## src/rtl/itr_pkg.sv

```systemverilog
// Shared types, constants and digit helpers for the radix digit converter.
package itr_pkg;

	localparam int VALUE_PORT_W = 64;
	localparam int BASE_W = 6;
	localparam int CHAR_W = 7;
	localparam int COUNT_W = 7;
	localparam int STORE_DEPTH = 64;
	localparam int STORE_AW = 6;
	localparam int DEF_VALUE_WIDTH = 64;
	localparam int DEF_MAX_DIGITS = 64;

	localparam logic [BASE_W-1:0] BASE_MIN = 6'd2;
	localparam logic [BASE_W-1:0] BASE_MAX = 6'd36;
	localparam logic [BASE_W-1:0] DECIMAL_LIMIT = 6'd10;
	localparam logic [CHAR_W-1:0] CHAR_ZERO = 7'd48;
	localparam logic [CHAR_W-1:0] CHAR_NINE = 7'd57;
	localparam logic [CHAR_W-1:0] CHAR_A = 7'd65;
	localparam logic [CHAR_W-1:0] CHAR_Z = 7'd90;

	typedef enum logic [1:0] {
		ST_IDLE,
		ST_DIV,
		ST_RD,
		ST_LOAD
	} itr_state_t;

	function automatic logic [BASE_W-1:0] clamp_base(input logic [BASE_W-1:0] b);
		logic [BASE_W-1:0] r;
		r = b;
		if (b < BASE_MIN) r = BASE_MIN;
		if (b > BASE_MAX) r = BASE_MAX;
		return r;
	endfunction

	function automatic logic [CHAR_W-1:0] to_ascii(input logic [BASE_W-1:0] d);
		logic [CHAR_W-1:0] c;
		if (d < DECIMAL_LIMIT) c = CHAR_ZERO + {1'b0, d};
		else c = CHAR_A + {1'b0, d} - {1'b0, DECIMAL_LIMIT};
		return c;
	endfunction

endpackage

```

## src/rtl/itr_ram.sv

```systemverilog
// Generic single-write, single-read RAM with a registered read port.
module itr_ram #(
	parameter int WIDTH = 6,
	parameter int DEPTH = 64
) (
	input  logic                     clk,
	input  logic                     we,
	input  logic [$clog2(DEPTH)-1:0] waddr,
	input  logic [WIDTH-1:0]         wdata,
	input  logic [$clog2(DEPTH)-1:0] raddr,
	output logic [WIDTH-1:0]         rdata
);

	logic [WIDTH-1:0] mem [DEPTH];
	logic [WIDTH-1:0] rdata_q;

	always_ff @(posedge clk) begin
		if (we) mem[waddr] <= wdata;
		rdata_q <= mem[raddr];
	end

	assign rdata = rdata_q;

endmodule

```

## src/rtl/integer_to_radix_digits.sv

```systemverilog
// Converts an unsigned integer into ASCII digits of a base from 2 to 36, most significant first.
// The converter takes one item at a time. A bit-serial restoring divider produces each digit and
// writes its remainder into a 64-entry digit RAM. The digits are then read back from the RAM in
// reverse order, each through a RAM read state and then a load into the output register, which
// waits while a held beat is stalled by the consumer. The next item is accepted as soon as the
// last digit of the current one sits in the output register. Bases below 2 are treated as 2 and
// bases above 36 as 36; only the low VALUE_WIDTH bits of value are used, and at most MAX_DIGITS
// of the least significant digits are produced.
module integer_to_radix_digits
	import itr_pkg::*;
#(
	parameter int VALUE_WIDTH = DEF_VALUE_WIDTH,
	parameter int MAX_DIGITS = DEF_MAX_DIGITS
) (
	input  logic                    clk,
	input  logic                    arst_n,
	input  logic                    item_valid,
	output logic                    item_ready,
	input  logic [VALUE_PORT_W-1:0] value,
	input  logic [BASE_W-1:0]       base,
	output logic                    digit_valid,
	input  logic                    digit_ready,
	output logic [CHAR_W-1:0]       digit_char,
	output logic [COUNT_W-1:0]      digit_count,
	output logic                    last
);

	localparam int CNT_W = $clog2(VALUE_WIDTH);

	itr_state_t state_q, state_d;

	logic [VALUE_WIDTH-1:0] quot_q;
	logic [BASE_W-1:0]      rem_q;
	logic [BASE_W-1:0]      base_q;
	logic [CNT_W-1:0]       div_cnt_q;
	logic [COUNT_W-1:0]     n_q;
	logic [COUNT_W-1:0]     total_q;
	logic [STORE_AW-1:0]    idx_q;

	logic                   out_valid_q;
	logic [CHAR_W-1:0]      out_char_q;
	logic [COUNT_W-1:0]     out_count_q;
	logic                   out_last_q;

	// One restoring division step.
	logic [BASE_W:0]        trial;
	logic                   fits;
	logic [BASE_W:0]        rem_next;
	logic [VALUE_WIDTH-1:0] quot_next;
	logic [COUNT_W-1:0]     n_next;
	logic                   last_step;
	logic                   conv_done;

	logic                   accept;
	logic                   ram_we;
	logic                   load_out;
	logic [BASE_W-1:0]      ram_rdata;

	assign trial     = {rem_q, quot_q[VALUE_WIDTH-1]};
	assign fits      = trial >= {1'b0, base_q};
	assign rem_next  = fits ? (trial - {1'b0, base_q}) : trial;
	assign quot_next = {quot_q[VALUE_WIDTH-2:0], fits};
	assign n_next    = n_q + COUNT_W'(1);
	assign last_step = div_cnt_q == CNT_W'(VALUE_WIDTH - 1);
	assign conv_done = (quot_next == '0) || (n_next == COUNT_W'(MAX_DIGITS));

	always_comb begin
		state_d = state_q;
		unique case (state_q)
			ST_IDLE: begin
				if (item_valid) state_d = ST_DIV;
			end
			ST_DIV: begin
				if (last_step && conv_done) state_d = ST_RD;
			end
			ST_RD: begin
				state_d = ST_LOAD;
			end
			ST_LOAD: begin
				if (!out_valid_q || digit_ready) begin
					state_d = (idx_q == '0) ? ST_IDLE : ST_RD;
				end
			end
			default: state_d = ST_IDLE;
		endcase
	end

	always_comb begin
		item_ready = 1'b0;
		ram_we     = 1'b0;
		load_out   = 1'b0;
		unique case (state_q)
			ST_IDLE: item_ready = 1'b1;
			ST_DIV:  ram_we     = last_step;
			ST_RD:   ;
			ST_LOAD: load_out   = !out_valid_q || digit_ready;
			default: ;
		endcase
	end

	assign accept = item_valid && item_ready;

	always_ff @(posedge clk or negedge arst_n) begin
		if (!arst_n) begin
			state_q     <= ST_IDLE;
			out_valid_q <= 1'b0;
			quot_q      <= '0;
			total_q     <= '0;
		end else begin
			state_q <= state_d;
			if (load_out) out_valid_q <= 1'b1;
			else if (digit_ready) out_valid_q <= 1'b0;
			if (accept) quot_q <= value[VALUE_WIDTH-1:0];
			else if (state_q == ST_DIV) quot_q <= quot_next;
			if (ram_we && conv_done) total_q <= n_next;
		end
	end

	always_ff @(posedge clk) begin
		if (accept) begin
			base_q    <= clamp_base(base);
			rem_q     <= '0;
			div_cnt_q <= '0;
			n_q       <= '0;
		end else if (state_q == ST_DIV) begin
			if (last_step) begin
				rem_q     <= '0;
				div_cnt_q <= '0;
				n_q       <= n_next;
				// The newest digit sits at n; emission starts there.
				if (conv_done) idx_q <= n_q[STORE_AW-1:0];
			end else begin
				rem_q     <= rem_next[BASE_W-1:0];
				div_cnt_q <= div_cnt_q + CNT_W'(1);
			end
		end
		if (load_out) begin
			out_char_q  <= to_ascii(ram_rdata);
			out_count_q <= total_q;
			out_last_q  <= idx_q == '0;
			if (idx_q != '0) idx_q <= idx_q - STORE_AW'(1);
		end
	end

	itr_ram #(
		.WIDTH(BASE_W),
		.DEPTH(STORE_DEPTH)
	) u_digit_store (
		.clk  (clk),
		.we   (ram_we),
		.waddr(n_q[STORE_AW-1:0]),
		.wdata(rem_next[BASE_W-1:0]),
		.raddr(idx_q),
		.rdata(ram_rdata)
	);

	assign digit_valid = out_valid_q;
	assign digit_char  = out_char_q;
	assign digit_count = out_count_q;
	assign last        = out_last_q;

endmodule

```

## config.mk

```make
export PLATFORM = sky130hd
export DESIGN_NAME = integer_to_radix_digits
export DESIGN_NICKNAME = d
export VERILOG_FILES = /design/src/rtl/itr_pkg.sv /design/src/rtl/itr_ram.sv /design/src/rtl/integer_to_radix_digits.sv
export SDC_FILE = /design/constraint.sdc
export NUM_CORES = 1
export LEC_CHECK = 0
export BUFFER_PORTS_ARGS = -buffer_cell sky130_fd_sc_hd__buf_2
export CORE_AREA = 2 2 197 199
export DETAILED_ROUTE_END_ITERATION = 6
export DIE_AREA = 0 0 199 201
export GPL_TIMING_DRIVEN = 1
export PLACE_DENSITY = 0.72
export SLEW_MARGIN = 20
export SYNTH_ARGS = -nofsm -noshare
export SYNTH_HDL_FRONTEND = slang
export SYNTH_SLANG_ARGS = --single-unit
```

## constraint.sdc

```tcl
create_clock -name clk -period 6.79 [get_ports clk]
set_clock_uncertainty 0.1 [all_clocks]
set_input_delay 0.679 -clock clk [delete_from_list [all_inputs] [get_ports clk]]
set_output_delay 0.679 -clock clk [all_outputs]
set_load 0.1 [all_outputs]
```

After elaboration in Yosys (flattened, before gate mapping)
Memories as Yosys holds them, arrays and structs flattened. A register that Yosys moved wholly into a read port is not among the register bits.
Cells that the tools add are included.
Word-level totals
  register bits: 120
  bits in writable memories: 384
  output and inout bits: 17
  logic and storage cells: 73
  memories: 1
Memory list
  u_digit_store.mem: words 64, bits a word 6, rd ports 1, clocked after memory_dff 1, write ports 1, RTL line itr_ram.sv:14  | logic [WIDTH-1:0] mem [DEPTH];
Operators by class
  $add $sub $neg: 7
  magnitude comparators: 4
  equal/unequal tests: 8
  multiplexer cells: 25
  reductions and logical operators: 15
Operators by type and width (number)
  $mux 64: 2
  $logic_not 64->1: 1
  $mux 6: 10
  $mux 2: 4
  $pmux 2 s4: 1
  $add 6x6->7 const A: 1
  $add 7x1->7 const B: 1
  $add 7x6->7 const A: 1
  $eq 7x7->1 const B: 1
  $ge 7x6->1: 1
  $mux 1: 7
  $mux 7: 1
  $sub 7x4->7 const B: 1
  $add 6x1->6 const B: 1
  $eq 6x6->1 const B: 1
  $gt 6x6->1 const B: 1
  $logic_not 6->1: 1
  $lt 6x2->1 const B: 1
  $lt 6x4->1 const B: 1
  $ne 2x2->1 const B: 3
  $reduce_bool 6->1: 1
  $sub 6x1->6 const B: 1
  $sub 6x6->6: 1
  $eq 2x2->1 const B: 2
  9 further kinds: 13

Logic depth before layout (Yosys ltp)
Gate-level depths: netlist of run 1.
  depth in word-level cells: 9
  gate-level depth with buffers: 10
  gate-level depth less buffers: 9

By module
From an unflattened synthesis of run 1, not the netlist that was laid out.
Second synthesis, totals
  cells, all modules: 1302
  area total of the unflattened synthesis: 20798.7 um^2
Modules (own cells, without submodules)
  itr_ram: times used 1, cells an instance 720, area each 15225.9 um^2, sequential area each 11651.2 um^2
  integer_to_radix_digits: times used 1, cells an instance 582, area each 5572.8 um^2, sequential area each 2982.9 um^2

Worst setup path after synthesis of run 1
OpenSTA, ideal clock, no wires.
  path type: reg2reg
  start: register base_q[4]
  end: memory u_digit_store.mem[0][3], data pin
  arrival time: 4040 ps
  required time: 5960 ps
  setup slack: 1920 ps
  cell stages (with the launch flop): 8
  buffers on the path: 1
  clock period less this slack: 4870 ps
  path through: edfxtp_1 > inv_1 > ha_1 > clkbuf_1 > a21oi_1 > o21ai_0 > a41oi_1 > o31ai_1
On the way
  longest elaborated chain between the ends: 2
RTL lines
  start, declared: RTL line integer_to_radix_digits.sv:34  | logic [BASE_W-1:0] base_q;
  start signal, assigned: RTL line integer_to_radix_digits.sv:121  | base_q <= clamp_base(base);
  $ge 7x6->1: RTL line integer_to_radix_digits.sv:60  | assign fits = trial >= {1'b0, base_q};
  $mux 6: RTL line integer_to_radix_digits.sv:61  | assign rem_next = fits ? (trial - {1'b0, base_q}) : trial;
  net rem_next[3]: RTL line integer_to_radix_digits.sv:48  | logic [BASE_W:0] rem_next;
  end, declared: RTL line itr_ram.sv:14
The timed path passes the listed nets, and every way through them passes these cells.

Worst setup path in the final report of run 1
  start: register div_cnt_q[0]
  end: memory u_digit_store.mem[26][2], enable pin
On the way
  longest elaborated chain between the ends: 4
RTL lines
  start, declared: RTL line integer_to_radix_digits.sv:35  | logic [CNT_W-1:0] div_cnt_q;
  start signal, assigned: RTL line integer_to_radix_digits.sv:134  | div_cnt_q <= div_cnt_q + CNT_W'(1);
  $eq 6x6->1: RTL line integer_to_radix_digits.sv:64  | assign last_step = div_cnt_q == CNT_W'(VALUE_WIDTH - 1);
  $mux 1: RTL line integer_to_radix_digits.sv:92  | unique case (state_q)
  $mux 1: RTL line itr_ram.sv:18  | if (we) mem[waddr] <= wdata;
  $mux 1 (not written as such): RTL line itr_ram.sv:18
No other way between the ends.

==> results of run 1 <==
critical path, stage by stage, from the launching register on:
cell	delay [ps]
dfxtp_1	380
ha_1	210
nand3_1	100
nor2_1	180
nand2_1	280
nor2_1	290
nand3_1	520
nor2_1	820
routing by layer:
layer	vias to the layer above	wire length, um	track usage [%]
li1	5144	-	-
met1	5846	17800	31.0
met2	443	21500	36.7
met3	61	3290	4.42
met4	2	1020	7.86
met5	-	11	0
logic make-up after synthesis:
logic type	Yosys count	synth area share (%)
buf+inv	93	1.77
simple gates	345	7.28
fa+ha+maj	15	0.940
xor+xnor	19	0.812
flops	510	71.4
mux	103	10.9
compound gates	184	6.87
worst max path at each step:
| stage | start | to | slack, ps |
|---|---|---|---|
| floorplan | base_q[4] | u_digit_store.mem[0][3] | 1920 |
| global placement | idx_q[0] | u_digit_store.rdata[3] | 3610 |
| detailed placement | idx_q[0] | u_digit_store.rdata[4] | 3570 |
| CTS | rem_q[1] | u_digit_store.mem[30][2] | 3540 |
| global route | idx_q[0] | u_digit_store.rdata[1] | 3350 |
| finish | div_cnt_q[0] | u_digit_store.mem[26][2] | 3530 |
area by class of cell:
cell class	instances	area (um^2)	share of cell area, %
clock inverter	21	268	1.15
multi-input combinational	666	5560	23.9
timing repair buffer	107	581	2.49
tap	518	648	2.78
inverter	20	75.1	0.322
sequential	510	14600	62.9
clock buffer	74	1520	6.52
registers in the layout (all words and copies together) (netlist names), 7 cells and up:
signal	count
digit_count	7
digit_char	7
quot_q	64
n_q	7
total_q	7
u_digit_store.mem	384
layout by cell type (no fill, tap or decap), types with 3 or more instances in the layout:
cell,count
edfxtp_1,405
xnor2_1,14
nor2b_1,5
nor3_1,12
clkbuf_8,11
nand4_1,10
clkinv_2,8
nor2_1,96
buf_4,18
clkbuf_1,9
a21oi_1,14
mux4_2,96
dfxtp_1,29
o21ai_0,11
nand2b_1,4
mux2_2,4
a221oi_1,13
mux2i_1,3
nand3b_1,3
nor4_1,15
nand2_1,169
xor2_1,5
bufinv_16,6
buf_2,89
a22oi_1,93
dfrtp_1,74
ha_1,13
a22o_1,19
inv_1,20
clkbuf_16,53
o221ai_1,6
o21a_1,4
nand3_1,11
o311ai_0,3
report_power, final:
group	internal [mW]	switching [mW]	leakage [nW]
logic	0.937	1.71	2.47
registers	4.46	0.371	4.78
clock network	1.78	1.16	0.879
total	7.18	3.25	8.13
through the flow:
stage | hold slack (ps) | util [%]
6_report | 135 | 61.1
5_1_grt | 209 | 61.1
4_1_cts | 150 | 61.1
3_5_place_dp | 337 | 56.4
3_3_place_gp | 330 | 56.4
2_1_floorplan | 283 | -
==> qor.txt, run 1 <==
# IOs: 91
CP Capture Type: flip-flop
Clk slew on worst S/H paths: 60 ps
TritonCTS Sinks: 510
Cell count after synthesis: 1,269
Top cells by area, synth: edfxtp_1 59%, mux4_2 11%, dfrtp_1 9.0%
Final Hold Fails: 0
Mapped cell area: 0.0205 mm^2
Antenna-violating nets left: 0
Pre-CTS setup slack: 3570 ps
Crit share post-route: 48.1%
Synth area leader: edfxtp_1
Critical path peak fanout: 10
HPWL Detailed: 26.5 mm
R2r endpoint: u_digit_store.mem[26][2]
Count of different cell masters after synthesis: 56
Synth async-reset ratio: 14.5%
Run status: finished clean
CTS Buf Count: 51
Fin area: 0.0233 mm^2
PD cells: 448 mW/mm^2
EDFF count, synth: 405
Starting Density: 53.8%
Seq/Total Area, Yosys: 71.4%
Yosys reg bits: 510
Max-slew violation count: 0
Final TNS setup: 0 ps
Worst Tran Pin Value: 1040 ps
Die Width: 199 um
Type of origin of the critical path: flip-flop
Syn nets: 1,357
Total Wirelength: 43.6 mm
N_diodes: 0
Final worst setup slack: 3530 ps
Min Tclk post-route: 3260 ps
Via/cell ratio: 6.00
Initial antenna violation count: 1
CTS Root Cell: clkbuf_16
Worst Hold Class: input port to async pin
Drt drc: 0
Synth Flop Type: edfxtp_1
GRT overflow: 0
RSZ-0062 raised after global routing: no
Reg2reg setup slack: 3530 ps
Number of gates resized after cts: 0
R2R depth: 7
Wire per inst: 22.8 um
Synth Warn #: 0
Final Non-Filler Cells: 1,916
Total chip power: 10.4 mW
Clk buf depth: 3
Setup bufs post-CTS: 0
Clk_lat worst skew: 590 ps
Hold bufs inserted after CTS: 0
Maximum operating frequency: 306 MHz
Mean Syn Cell Area: 16.1 um^2
Vias in the first global route: 11,800
Number of detailed-route iterations in the first pass: 6
WP data required: 6900 ps
Input/output buffers: 90
Die area: 0.0400 mm^2
Leakage power: 8.13 nW
Post-synth top area share: 59.3%
Maxcap violations: 0
Most frequent cell after synthesis: edfxtp_1
Worst EP arrival: 3370 ps
Tot GR Track Use: 22.7%
# placed instances: 1,821
Commonest cells post-synth: 405 x edfxtp_1, 169 x nand2_1, 98 x nor2_1
Maximum VDD drop: 0.304 mV
Global-route wire length before repair: 68.2 mm
# rows: 72
CTS tree: built
Max transition margin: 29.8%
Final net count: 1,444
Pin count of the biggest net entering global routing: 82
Share of layout cells above drive strength 1: 22.4%
Die H: 201 um
First DRT Iteration DRCs: 1,150
P&R area growth vs syn: 13.6%
# fillers: 2,742
R2r startpoint: div_cnt_q[0]
Worst setup path category: flip-flop to flip-flop
Placed Area: 0.0215 mm^2
H-tree depth: 2
GP Congestion: 0.797
Total number of vias: 11,500
Final setup violation count: 0
Core ar.: 0.0381 mm^2
Power figures use the tool's default switching activity.
==> inputs of run 2 (changes only) <==
Clock period 6.79 ns to 3.05 ns, I/O delays scaled along.
==> run 2 against run 1 <==
Core utilization is 2.4 points higher. Sequential share of layout area is 2.4 points lower. Maximum frequency is 17% higher. Global-route usage is 1.2 points higher. Critical endpoint is now total_q[0]. Highest routed layer is now met4.
==> qor.txt, run 2 (synthesized netlist as in run 1, its figures left out) <==
P&R area growth vs syn: 18.2%
CTS tree: built
Total Wirelength: 46.2 mm (+5.8%)
Core Util, Final: 63.6% (+2.4 points)
CTS Buf Count: 50 (-2.0%)
Sw Share: 31.8% (+0.62 points)
Total number of vias: 12,100 (+5.4%)
Worst hold slack: 333 ps (+198 ps)
Clock share of power: 26.1% (-2.2 points)
Final Non-Filler Cells: 2,015 (+5.2%)
Max transition margin: 35.7% (+5.9 points)
Leakage power: 8.54 nW (+5.0%)
Final worst setup slack: 252 ps (-3280 ps)
Seq pwr share: 45.9% (-0.4 points)
Min Tclk post-route: 2800 ps (-465 ps)
GRT overflow: 0 (unchanged)
Final Hold Fails: 0 (unchanged)
Input/output buffers: 90 (unchanged)
R2r endpoint: total_q[0]
N_diodes: 0 (unchanged)
Run status: finished clean
Final net count: 1,547 (+7.1%)
Drt drc: 0 (unchanged)
Final TNS setup: 0 ps (unchanged)
Maxcap violations: 0 (unchanged)
Commonest non-fill, non-tap cell in the layout: edfxtp_1
Share of layout cells above drive strength 1: 22.0% (-0.35 points)
Antenna-violating nets left: 0 (unchanged)
Clk slew on worst S/H paths: 60 ps (about the same)
Number of gates resized after cts: 0 (unchanged)
Vias in the first global route: 12,600 (+6.6%)
Die H: 201 um (unchanged)
Max reg flops: 384 (unchanged)
Type of origin of the critical path: flip-flop
Power Internal: 15.9 mW (+120%)
GP Congestion: 0.829 (+4.0%)
Clk buf depth: 3 (unchanged)
RSZ-0062 raised after global routing: no
Hold bufs inserted after CTS: 74 (+74)
Core ar.: 0.0381 mm^2 (unchanged)
Clk_lat worst skew: 580 ps (about the same)
Die area: 0.0400 mm^2 (unchanged)
Wire per inst: 22.9 um (+0.65%)
HPWL Detailed: 28.1 mm (+6.1%)
Worst Tran Pin Value: 965 ps (-74.4 ps)
Maximum operating frequency: 357 MHz (+17%)
Total chip power: 23.3 mW (+120%)
H-tree depth: 2 (unchanged)
Worst Hold Class: input port to async pin
Max-slew violation count: 0 (unchanged)
Maximum VDD drop: 0.658 mV (+120%)
Reg2reg setup slack: 250 ps (-3280 ps)
Final setup violation count: 0 (unchanged)
Crit share post-route: 91.8% (+44 points)
Global-route wire length before repair: 71.7 mm (+5.0%)
Placed Area: 0.0219 mm^2 (+1.7%)
Starting Density: 53.8% (unchanged)
Via/cell ratio: 6.02 (+0.26%)
Pin count of the biggest net entering global routing: 78 (-4.9%)
Commonest cells after routing, fill and taps aside: 405 x edfxtp_1, 169 x nand2_1, 96 x mux4_2, 95 x nor2_1, 93 x a22oi_1
WP data required: 3400 ps (-3500 ps)
Fin area: 0.0242 mm^2 (+4.0%)
# placed instances: 1,851 (+1.6%)
Setup bufs post-CTS: 0 (unchanged)
Logic pwr share: 28.0% (+2.6 points)
# rows: 72 (unchanged)
Die Width: 199 um (unchanged)
CP Capture Type: flip-flop
Initial antenna violation count: 0 (-1)
First DRT Iteration DRCs: 1,221 (+6.2%)
Sw power: 7.40 mW (+130%)
Number of detailed-route iterations in the first pass: 5 (-1)
Tot GR Track Use: 23.8% (+1.2 points)
# fillers: 2,612 (-4.7%)
Pre-CTS setup slack: 328 ps (-3240 ps)
R2r startpoint: quot_q[33]
Worst setup path category: flip-flop to flip-flop
PD cells: 961 mW/mm^2 (+110%)
# IOs: 91 (unchanged)
Worst EP arrival: 3150 ps (-220 ps)
Largest registers: u_digit_store.mem (384), quot_q (64)
Reg with most FFs: u_digit_store.mem
R2R depth: 6 (-1)
CTS Root Cell: clkbuf_16
Critical path peak fanout: 6 (-4)
TritonCTS Sinks: 510 (unchanged)
==> run 2: cell types whose count changed in the layout (fill, tap and decap cells not counted), sizes merged <==
cell         before  now
clkinv           10   12
inv              22   21
clkbuf           74   71
dlygate4sd3       0   74
bufinv            6    4
buf             107  137
clkinvlp          3    2
==> run 2: metal layers <==
metal / share of wire [%] / vias up / global-route usage [%]
met1: 40 / 6129 / 32.8
met5: 0 / - / 0
met4: 2.7 / 0 / 7.68
li1: - / 5340 / -
met2: 50 / 567 / 38.8
met3: 7.7 / 86 / 4.40
==> run 2: critical path: stages (launching register included) <==
cell     delay, ps
dfrtp_1        410
nor4_1         530
nand4_1        240
or4_4          510
o22a_4         270
or4b_4         490
o21a_1         120
==> run 2: worst max-delay path by stage <==
stage,start,endpoint,slack (ps)
after CTS,quot_q[28],total_q[0],290
after floorplan,base_q[4],u_digit_store.mem[0][2],-560
final,quot_q[33],total_q[0],250
after global placement,quot_q[28],total_q[0],360
after global routing,quot_q[63],u_digit_store.mem[1][4],150
after detailed placement,quot_q[28],total_q[0],330
==> run 2: area by class of cell <==
class	count	area [um^2]	share of cell area (%)
well taps	518	648	2.68
repair buffers	211	1680	6.95
clock inverters	19	201	0.832
inverters	20	75.1	0.310
flip-flops and latches	510	14600	60.5
clock buffers	71	1410	5.83
multi-input cells	666	5560	23.0
==> run 2: power by group through the flow <==
stage	logic [mW]	registers, mW	clock network (mW)
final	6.52	10.7	6.07
after global routing	7.15	10.8	6.41
after CTS	6.54	10.7	6.14
after detailed placement	6.46	10.8	0
after global placement	6.22	10.8	0
after floorplan	4.19	10.6	0
==> inputs of run 3 (changes only) <==
Settings changed: ABC_AREA from default to 1, CORE_AREA 2 2 197 199 to 2 2 200 202, DIE_AREA 0 0 199 201 to 0 0 202 204, SETUP_SLACK_MARGIN from default to 0.4.
==> run 3 against run 2 <==
Synthesized area grew 4.1%. Count of clock-buffer cells in the layout shrank 10. Setup slack gained 86 ps. Final cell count grew 29%. Flip-flop and latch count is the same. Wire length grew 13%. Worst hold slack lost 190 ps. Global-route usage grew 1.7 points. Sequential power is essentially flat. Non-clock buffer count shrank 15. Sequential share of layout area shrank 2.2 points. Combinational power grew 38%. Critical endpoint is now u_digit_store.mem[42][3]. Largest power group unchanged.
==> qor.txt, run 3 <==
Leakage power: 9.06 nW (+6.1%)
Worst path bufs/invs: 2 (+2)
Final TNS setup: 0 ps (unchanged)
GRT overflow: 0 (unchanged)
H-tree depth: 2 (unchanged)
First DRT Iteration DRCs: 1,465 (+20%)
Syn nets: 1,979 (+46%)
Final net count: 2,123 (+37%)
Total chip power: 26.1 mW (+12%)
Pre-CTS setup slack: 353 ps (+25.3 ps)
# rows: 73 (+1.4%)
Commonest cells after routing, fill and taps aside: 405 x edfxtp_1, 318 x nor2_1, 219 x nand2_1, 214 x o21ai_0, 119 x inv_1
P&R area growth vs syn: 17.8%
Highest-delay cell along the critical path: nor2_2
Synth async-reset ratio: 14.5% (unchanged)
PD cells: 1040 mW/mm^2 (+8.3%)
Setup bufs post-CTS: 0 (unchanged)
Run status: finished clean
Maxcap violations: 0 (unchanged)
Total number of vias: 15,100 (+25%)
Tot GR Track Use: 25.5% (+1.7 points)
CTS Root Cell: clkbuf_16
Number of detailed-route iterations in the first pass: 5 (unchanged)
Antenna-violating nets left: 0 (unchanged)
Count of different cell masters after synthesis: 43 (-23%)
Worst EP arrival: 2860 ps (-290 ps)
CTS tree: built
Via/cell ratio: 5.81 (-3.4%)
Clk slew on worst S/H paths: 60 ps (about the same)
Reg with most FFs: u_digit_store.mem
R2R depth: 9 (+3)
Worst Hold Class: input port to async pin
Max transition margin: 39.8% (+4.1 points)
WP data required: 3200 ps (-200 ps)
Final worst setup slack: 338 ps (+85.9 ps)
Core ar.: 0.0392 mm^2 (+2.8%)
Synth Warn #: 0 (unchanged)
Max reg flops: 384 (unchanged)
R2r startpoint: div_cnt_q[0]
Largest stage delay on the critical path: 480 ps (-50 ps)
Seq/Total Area, Yosys: 68.6% (-2.8 points)
Worst setup path category: flip-flop to flip-flop
CP Cell Sequence: ha_1, nand3_1, nor3_2, inv_1, nor2_4, inv_2, nor2_4, nand3_2, nor2_2
Vias in the first global route: 14,900 (+18%)
Cell count after synthesis: 1,891 (+49%)
N_diodes: 0 (unchanged)
Synth area leader: edfxtp_1
GP Congestion: 0.894 (+7.8%)
Core Util, Final: 64.1% (+0.55 points)
Die H: 204 um (+1.5%)
Type of origin of the critical path: flip-flop
Final Hold Fails: 0 (unchanged)
Synth Flop Type: edfxtp_1
Commonest non-fill, non-tap cell in the layout: edfxtp_1
Crit. path cell count: 9 (+3)
# fillers: 2,860 (+9.5%)
Share of layout cells above drive strength 1: 14.3% (-7.7 points)
Critical path peak fanout: 10 (+4)
Mapped cell area: 0.0213 mm^2 (+4.1%)
CTS Buf Count: 51 (+2.0%)
HPWL Detailed: 31.0 mm (+10%)
Max-slew violation count: 0 (unchanged)
Commonest cells post-synth: 405 x edfxtp_1, 369 x nor2_1, 220 x nand2_1
Starting Density: 54.4% (+0.65 points)
TritonCTS Sinks: 510 (unchanged)
Maximum operating frequency: 369 MHz (+3.2%)
Critical path's most frequent cell: nor2_4
Global-route wire length before repair: 81.4 mm (+14%)
Die Width: 202 um (+1.5%)
Final setup violation count: 0 (unchanged)
Most frequent cell after synthesis: edfxtp_1
Crit share post-route: 88.9% (-2.8 points)
Worst Tran Pin Value: 900 ps (-65.4 ps)
Pin count of the biggest net entering global routing: 136 (+74%)
Clk buf depth: 3 (unchanged)
Wire per inst: 20.0 um (-13%)
Input/output buffers: 90 (unchanged)
Min Tclk post-route: 2710 ps (-85.9 ps)
Initial antenna violation count: 0 (unchanged)
Maximum VDD drop: 0.832 mV (+26%)
Yosys reg bits: 510 (unchanged)
Top cells by area, synth: edfxtp_1 57%, dfrtp_1 8.7%, nor2_1 6.5%
RSZ-0062 raised after global routing: yes
Die area: 0.0412 mm^2 (+3.0%)
Post-synth top area share: 57.0% (-2.3 points)
Crit-path leading delay family: simple AND/OR/NAND/NOR gates
Total Wirelength: 52.1 mm (+13%)
EDFF count, synth: 405 (unchanged)
Largest registers: u_digit_store.mem (384), quot_q (64)
Clk_lat worst skew: 590 ps (about the same)
Mean Syn Cell Area: 11.3 um^2 (-30%)
# IOs: 91 (unchanged)
CP Capture Type: flip-flop
Drt drc: 0 (unchanged)
Crit path from: div_cnt_q[0]
[run 3: cell types whose count changed after synthesis, sizes merged, moves of 43 or more]
cell / delta
mux4: -96
nand3: +69
nor2: +280
a22oi: -92
nand2: +54
o211ai: +43
o22ai: +55
o221ai: +59
o21ai: +215
inv: +103
[run 3: path summary, 6_finish.rpt]
path	endpoint	slack, ps
max	u_digit_store.mem[42][3]	340
max in group asynchronous	quot_q[31]	1900
min in group clk	digit_count[1]	360
min reg2reg	digit_count[1]	360
max reg2reg	u_digit_store.mem[42][3]	340
min	quot_q[50]	150
[run 3: power by group]
group | total [mW] | internal (mW) | switching (mW)
Sequential | 10.5 | 10.0 | 0.517
Combinational | 8.98 | 2.54 | 6.44
Clock | 6.62 | 4.03 | 2.59
Total | 26.1 | 16.6 | 9.55
[run 3: repair_timing]
| item | 4_1_cts | 5_1_grt |
|---|---|---|
| setup endpoints to repair | 289 | 642 |
| hold buffers | 73 | 0 |
| endpoints found under the hold margin | 93 | 0 |
| resized for setup | 12 | 45 |
[run 3: area by class of cell]
type | count | area [um^2] | area share, %
clock inverters | 33 | 452 | 1.80
repair buffers | 196 | 1600 | 6.37
clock buffers | 61 | 1320 | 5.27
multi-input cells | 1151 | 5980 | 23.8
flip-flops and latches | 510 | 14600 | 58.3
inverters | 125 | 472 | 1.88
well taps | 525 | 657 | 2.61
[run 3: per-layer routing]
layer	up-vias	GRT usage [%]	part of all wire, %
li1	6991	-	-
met1	7310	34.0	40
met2	696	42.9	49
met3	121	3.22	7.1
met4	0	10.4	3.6
met5	-	0	0
[run 3: metrics by stage]
step / std cells / instance area [um^2] / hold slack, ps
3_5_place_dp: 2434 / 22500 / 212
3_3_place_gp: 2434 / 22500 / 205
6_report: 2601 / 25100 / 145
4_1_cts: 2601 / 25000 / 129
2_1_floorplan: 1891 / 21400 / -90.6
5_1_grt: 2601 / 25100 / 199
[run 3: cells by family after synthesis]
logic type	after synthesis	share of synthesized area, %
AND/OR/NAND/NOR	697	13.4
flip-flops	510	68.6
AO/OA/AOI/OAI	427	12.2
buffers and inverters	230	4.36
adder cells (fa/ha/maj)	14	0.856
XOR/XNOR	13	0.534
[run 3: worst register-to-register path: cells and delay by family (launching register included)]
kind | cells | cell delay (ps)
simple gates | 6 | 1500
flops | 1 | 370
fa+ha+maj | 1 | 180
buf+inv | 2 | 220
